## config.mk

```make
export PLATFORM = sky130hd
export DESIGN_NAME = oht_ctrl
export DESIGN_NICKNAME = d
export VERILOG_FILES = /design/src/rtl/core/oht_pkg.sv /design/src/rtl/core/oht_ctrl.sv
export VERILOG_INCLUDE_DIRS = /design/src /design/src/rtl/core
export SDC_FILE = /design/constraint.sdc
export NUM_CORES = 1
export LEC_CHECK = 0
export ABC_AREA = 1
export BUFFER_PORTS_ARGS = -buffer_cell sky130_fd_sc_hd__buf_2
export CORE_AREA = 2 2 39 41
export CTS_CLUSTER_DIAMETER = 40
export DETAILED_ROUTE_END_ITERATION = 10
export DIE_AREA = 0 0 41 43
export HOLD_SLACK_MARGIN = 0.06
export PLACE_DENSITY = 0.71
export SYNTH_ARGS = -nofsm -noshare
export SYNTH_HDL_FRONTEND = slang
export SYNTH_SLANG_ARGS = --single-unit
```

## constraint.sdc

```tcl
create_clock -name clk -period 1.2 [get_ports clk]
set_clock_uncertainty 0.1 [all_clocks]
set_input_delay 0.12 -clock clk [delete_from_list [all_inputs] [get_ports clk]]
set_output_delay 0.12 -clock clk [all_outputs]
set_load 0.1 [all_outputs]
```

## src/rtl/core/assert_macros.svh

```systemverilog
// ----------------------------------------------------------------------------
// Assertion macros
// Shared concurrent assertion forms for the threshold block.
// ----------------------------------------------------------------------------
`ifndef ASSERT_MACROS_SVH
`define ASSERT_MACROS_SVH

// Checked outside reset.
`define OHT_ASSERT(label, cond, msg) \
  label: assert property (@(posedge clk) disable iff (rst) (cond)) else $error(msg);

// Checked on every edge, reset included.
`define OHT_ASSERT_ALWAYS(label, cond, msg) \
  label: assert property (@(posedge clk) (cond)) else $error(msg);

`endif

```

## src/rtl/core/oht_pkg.sv

```systemverilog
// ----------------------------------------------------------------------------
// oht_pkg
// Types, widths and codes shared by the Otsu threshold block.
// ----------------------------------------------------------------------------
package oht_pkg;

  localparam int DEF_FRAME_WIDTH  = 188;
  localparam int DEF_FRAME_HEIGHT = 120;
  localparam int DEF_GRAY_LEVELS  = 256;

  localparam int COUNT_W = 15;
  localparam int SUM_W   = 23;
  localparam int D_W     = COUNT_W + SUM_W;
  localparam int DEN_W   = 2 * COUNT_W;
  localparam int DD_W    = 2 * D_W;
  localparam int P_W     = DD_W + D_W;

  localparam logic [COUNT_W-1:0] COUNT_MAX = '1;

  localparam int CFG_IDX_W  = 2;
  localparam int CFG_DATA_W = 8;
  localparam logic [CFG_IDX_W-1:0] REG_ROW_START = 2'd0;
  localparam logic [CFG_IDX_W-1:0] REG_COL_START = 2'd1;
  localparam logic [CFG_IDX_W-1:0] REG_COL_END   = 2'd2;

  localparam logic [7:0] COL_END_RESET = 8'd188;

  typedef enum logic [3:0] {
    ST_CLEAR,
    ST_IDLE,
    ST_UPDATE,
    ST_READ,
    ST_ACC,
    ST_PROD,
    ST_DIFF,
    ST_MUL_DD,
    ST_PICK,
    ST_MUL_P1,
    ST_MUL_P2,
    ST_NEXT,
    ST_DONE
  } state_t;

  typedef struct packed {
    logic clr_write;
    logic idx_inc;
    logic pix_capture;
    logic pix_update;
    logic scan_read;
    logic scan_acc;
    logic scan_prod;
    logic mul_start_dd;
    logic dd_load;
    logic mul_start_p1;
    logic p1_load;
    logic mul_start_p2;
    logic take_best;
    logic out_load;
    logic frame_clear;
  } cmd_t;

  typedef struct packed {
    logic idx_last;
    logic pix_last;
    logic skip_level;
    logic mul_done;
    logic better;
    logic found;
    logic out_free;
  } status_t;

endpackage

```

## src/rtl/core/oht_ctrl.sv

```systemverilog
// ----------------------------------------------------------------------------
// oht_ctrl
// Sequencer for pixel update, histogram clear and threshold scan.
// ----------------------------------------------------------------------------
`include "assert_macros.svh"

module oht_ctrl (
  input  logic                clk,
  input  logic                rst,
  input  logic                in_valid,
  output logic                in_ready,
  input  oht_pkg::status_t    sts,
  output oht_pkg::cmd_t       cmd
);
  import oht_pkg::*;

  state_t state;
  state_t state_next;

  always_ff @(posedge clk) begin
    if (rst) begin
      state <= ST_CLEAR;
    end else begin
      state <= state_next;
    end
  end

  always_comb begin
    state_next = state;
    cmd        = '0;
    in_ready   = 1'b0;
    case (state)
      ST_CLEAR: begin
        cmd.clr_write = 1'b1;
        cmd.idx_inc   = 1'b1;
        if (sts.idx_last) state_next = ST_IDLE;
      end
      ST_IDLE: begin
        in_ready = 1'b1;
        if (in_valid) begin
          cmd.pix_capture = 1'b1;
          state_next      = ST_UPDATE;
        end
      end
      ST_UPDATE: begin
        cmd.pix_update = 1'b1;
        state_next     = sts.pix_last ? ST_READ : ST_IDLE;
      end
      ST_READ: begin
        cmd.scan_read = 1'b1;
        cmd.clr_write = 1'b1;
        state_next    = ST_ACC;
      end
      ST_ACC: begin
        cmd.scan_acc = 1'b1;
        state_next   = ST_PROD;
      end
      ST_PROD: begin
        cmd.scan_prod = 1'b1;
        state_next    = ST_DIFF;
      end
      ST_DIFF: begin
        if (sts.skip_level) begin
          state_next = ST_NEXT;
        end else begin
          cmd.mul_start_dd = 1'b1;
          state_next       = ST_MUL_DD;
        end
      end
      ST_MUL_DD: begin
        if (sts.mul_done) begin
          cmd.dd_load = 1'b1;
          state_next  = ST_PICK;
        end
      end
      ST_PICK: begin
        if (!sts.found) begin
          cmd.take_best = 1'b1;
          state_next    = ST_NEXT;
        end else begin
          cmd.mul_start_p1 = 1'b1;
          state_next       = ST_MUL_P1;
        end
      end
      ST_MUL_P1: begin
        if (sts.mul_done) begin
          cmd.p1_load      = 1'b1;
          cmd.mul_start_p2 = 1'b1;
          state_next       = ST_MUL_P2;
        end
      end
      ST_MUL_P2: begin
        if (sts.mul_done) begin
          cmd.take_best = sts.better;
          state_next    = ST_NEXT;
        end
      end
      ST_NEXT: begin
        cmd.idx_inc = 1'b1;
        state_next  = sts.idx_last ? ST_DONE : ST_READ;
      end
      ST_DONE: begin
        if (sts.out_free) begin
          cmd.out_load    = 1'b1;
          cmd.frame_clear = 1'b1;
          state_next      = ST_IDLE;
        end
      end
      default: state_next = ST_CLEAR;
    endcase
  end

  `OHT_ASSERT(a_out_slot_free, cmd.out_load |-> sts.out_free, "result loaded over a pending one")
  `OHT_ASSERT(a_update_follows, cmd.pix_capture |=> cmd.pix_update, "pixel update skipped")
  `OHT_ASSERT(a_take_needs_win, (cmd.take_best && sts.found) |-> sts.better, "non-improving level taken")
  `OHT_ASSERT(a_one_mul_start, $onehot0({cmd.mul_start_dd, cmd.mul_start_p1, cmd.mul_start_p2}), "two multiplies started")

endmodule

```

Yosys cells after proc, flatten, opt, wreduce, memory -nomap -nowiden
Index checks and enable logic that the tools add are counted.
{ "totals": {"register_bits": 4, "in_bits": 10, "output_inout_bits": 16, "word_cells": 56} }
{ "classes": {"n_eq_ne": 18, "muxes": 33, "n_reduce_logical": 4} }
{ "ops": {"columns": ["op", "n"], "rows": [
  ["$pmux 4 s13", 1],
  ["$mux 4", 8],
  ["$eq 4x4->1 const B", 5],
  ["$mux 1", 17],
  ["$eq 4x3->1 const B", 4],
  ["$mux 2", 6],
  ["$ne 2x2->1 const B", 6],
  ["$eq 4x2->1 const B", 2],
  ["$reduce_and 6->1", 1],
  ["$eq 4x1->1 const B", 1],
  ["$logic_not 4->1", 1],
  ["$reduce_or 2->1", 2],
  ["$pmux 1 s2", 1]
]} }

Longest topological paths before layout
{ "depth": {"depth_word": 3, "depth_mapped": 9, "mapped_depth_nobuf": 9} }

Worst setup path after synthesis
Ideal clock, no wire load.
{ "synth_path": {"path_type": "flip-flop to output port", "startpoint": "register state[0]", "endpoint": "output port cmd[1] (netlist name)", "arrival_ns": 3.308, "required_time_ns": 0.980, "path_slack_ns": -2.328, "stages_incl_launch_ff": 5, "path_buffers": 1, "cell_sequence": "dfxtp_1 nor2_1 inv_1 nor3_1 buf_4"} }
{ "synth_rtl": {"columns": ["element", "line", "rtl"], "rows": [
  ["from (decl)", "oht_ctrl.sv:17", "state_t state;"],
  ["from (signal assigned)", "oht_ctrl.sv:24", "state <= state_next;"],
  ["to (decl)", "oht_ctrl.sv:13", "output oht_pkg::cmd_t cmd"]
]} }

==> results.sh <==
export IMPL_outcome="finished with violations"
export IMPL_violations="negative setup slack"
export IMPL_synth_top_family_by_area="simple AND/OR/NAND/NOR gates"
export IMPL_worstHoldPathType="in -> reg"
export IMPL_htree_levels=1
export IMPL_track_usage=0.318
export IMPL_power_total_mw=3.73
export IMPL_ys_types=18
export IMPL_viasPerCell=5.42
export IMPL_synth_seq_cells=4
export IMPL_fp_dieW_um=41
export IMPL_clk_pin_slew_ps=40
export IMPL_cts_root_buffer="clkbuf_4"
export IMPL_holdWs_ps=334
export IMPL_min_period_ps=1630
export IMPL_pin_count=26
export IMPL_diodes=0
export IMPL_fin_crit_sh=1.36
export IMPL_largest_reg_flops=4
export IMPL_start_kind="flip-flop"
export IMPL_holdPathStages=5
export IMPL_grt_first_pass_wirelength_um=3860
export IMPL_tritoncts="yes"
export IMPL_worst_path_buf_inv=2
export IMPL_reg2reg_depth=10
export IMPL_fin_nets=152
export IMPL_top_regs="state x4"
export IMPL_drtIter0Drc=35
export IMPL_placementRows=14
export IMPL_cp_slowest_cell="dfxtp_4"
export IMPL_slew_headroom=0.781
export IMPL_drive_gt1_frac=0.716
export IMPL_worst_path_stages=4
export IMPL_postPlaceCellArea_um2=1100
export IMPL_tns_ps=-7630
export IMPL_synth_yosys_seq_area_share=0.160
export IMPL_cp_end_kind="primary output"
export IMPL_cts_sinks=4
export IMPL_cellPowerDensity_nw_per_um2=2870
export IMPL_fin_area_um2=1300
export IMPL_dr_pass1_iters=4
export IMPL_clkLatencyLatePin_ps=230
export IMPL_place_congestion=0.908
export IMPL_grt_pass1_vias=828
export IMPL_initial_core_util=0.363
export IMPL_ys_warn_count=0
export IMPL_hpwlAfterDp_um=1580
export IMPL_dieArea_um2=1760
export IMPL_ir_drop_mv=1.86
export IMPL_grt_start_max_net_pins=7
export IMPL_synth_area_um2=502
export IMPL_fin_ws_ps=-435
export IMPL_rsz0062_at_grt="yes"
export IMPL_arrival_ps=1410
export IMPL_synth_compound_area_frac=0.0798
export IMPL_critPathRequiredTime_ps=980
export IMPL_synth_adder_area_share=0
export IMPL_synth_simple_gate_area_frac=0.589
export IMPL_gr_total_overflow=0
export IMPL_synth_xor_area_frac=0
export IMPL_grt_antenna_before_repair=0
export IMPL_path_delay_family="simple AND/OR/NAND/NOR gates"
export IMPL_cap_violations=0
export IMPL_slew_viol_final=0
export IMPL_vias=851
export IMPL_drc_errors=0
export IMPL_regMostFlops="state"
export IMPL_ant_nets=0
export IMPL_cts_made_buffers=3
export IMPL_fmax_mhz=612
export IMPL_io_buffers=25
export IMPL_dpl_worst_slack_ps=-246
export IMPL_synthMuxAreaShare=0
export IMPL_setup_viol=20
export IMPL_crit_fanout=6
export IMPL_synth_nets=103
export IMPL_p_leak_nw=0.624
export IMPL_coreArea_um2=1380
export IMPL_critPathKind="reg -> out"
export IMPL_clk_path_buf_depth=2
export IMPL_wirelength_um=2750
export IMPL_max_stage_delay_ps=380
export IMPL_syn_area_per_cell_um2=5.39
export IMPL_chipHeight_um=43
export IMPL_avgRoutedWirePerCell_um=17.5
export IMPL_crit_chain="nor2_2 -> nand2_1 -> clkinvlp_4 -> buf_12"
export IMPL_hold_viol=0
export IMPL_tightestPinTransition_ps=328
export IMPL_synthToLayoutAreaGrowth_pct=160
export IMPL_synth_cells=93
## cell families after synthesis
| kind of cell | after synthesis |
|---|---|
| and+or+nand+nor | 61 |
| AOI/OAI and AO/OA | 7 |
| DFF | 4 |
| buffers and inverters | 21 |
## synthesized netlist by cell type
| library cell | number | area [um2] |
|---|---|---|
| nand2_1 | 22 | 82.6 |
| inv_1 | 17 | 63.8 |
| nor2_1 | 16 | 60.1 |
| nand3_1 | 9 | 45.0 |
| dfxtp_1 | 4 | 80.1 |
| nand2_2 | 4 | 25.0 |
| a21oi_1 | 3 | 15.0 |
| nor2_4 | 3 | 33.8 |
| nor3_1 | 3 | 15.0 |
| buf_4 | 2 | 15.0 |
| inv_2 | 2 | 7.51 |
| o21ai_0 | 2 | 10.0 |
| a21oi_2 | 1 | 8.76 |
| nand2_4 | 1 | 11.3 |
| nand3_2 | 1 | 10.0 |
| nand4_1 | 1 | 6.26 |
| nor2_2 | 1 | 6.26 |
| o22ai_1 | 1 | 6.26 |
## per-layer routing
metal,share of wire,vias up,GRT usage
met5,0,-,0
met4,0.050,0,0.133
met3,0.063,19,0.0157
met2,0.54,53,0.538
met1,0.35,395,0.392
li1,-,384,-
## what timing repair did
item	4_1_cts	5_1_grt
buffers inserted	5	2
endpoints found under the setup margin	20	20
gates resized for setup	27	8
hold endpoints to repair	3	0
hold buffers	1	0
pin swaps	14	5
## power by group
part | total [mW] | switching, mW | internal, mW | leakage (nW)
clock | 0.177 | 0.0528 | 0.125 | 0.0150
sequential | 0.342 | 0.131 | 0.211 | 0.0356
combinational | 3.21 | 2.05 | 1.16 | 0.573
## cell type report
type | instances | area, um2
clock buffer | 4 | 26.3
fill | 43 | 81.3
inverter | 19 | 95.1
multi-input combinational | 68 | 522
sequential | 4 | 95.1
tap | 16 | 20.0
timing repair buffer | 46 | 544
## worst register-to-register path, delay by kind of cell, from the launching register on
kind,cells,cell delay (ps)
AND/OR/NAND/NOR,8,800
flip-flops,1,390
buffers and inverters,2,190
## cells in the final DEF (no fill, tap or decap)
cell,netlist,layout
nor2_4,3,11
nand3_2,1,2
nor2_2,1,1
buf_2,0,9
nand2_1,22,10
o22ai_4,0,1
nand2_2,4,9
nand2_4,1,8
a21oi_2,1,3
nand3_4,0,1
clkbuf_4,0,3
inv_2,2,3
buf_12,0,16
nand4_1,1,1
nor2_1,16,8
dfxtp_4,0,4
inv_1,17,8
o21ai_0,2,2
clkinvlp_4,0,3
buf_4,2,15
a21oi_1,3,1
nor3_4,0,2
nand3_1,9,7
inv_4,0,5
clkbuf_1,0,1
buf_6,0,5
dlygate4sd3_1,0,1
nor3_1,3,1
## through the flow
step | std cells | utilization
4_1_cts | 155 | 0.910
3_5_place_dp | 145 | 0.793
3_3_place_gp | 145 | 0.793
2_1_floorplan | 93 | -
5_1_grt | 157 | 0.941
6_report | 157 | 0.941
## path summary, 6_finish.rpt
kind                               start  slack (ps)        to
worst min-delay path              sts[4]         330  state[3]
worst max register to register  state[3]        -410  state[3]
worst min register to register  state[2]         480  state[2]
worst max-delay path            state[2]        -430   cmd[11]
Power figures use the tool's default switching activity.
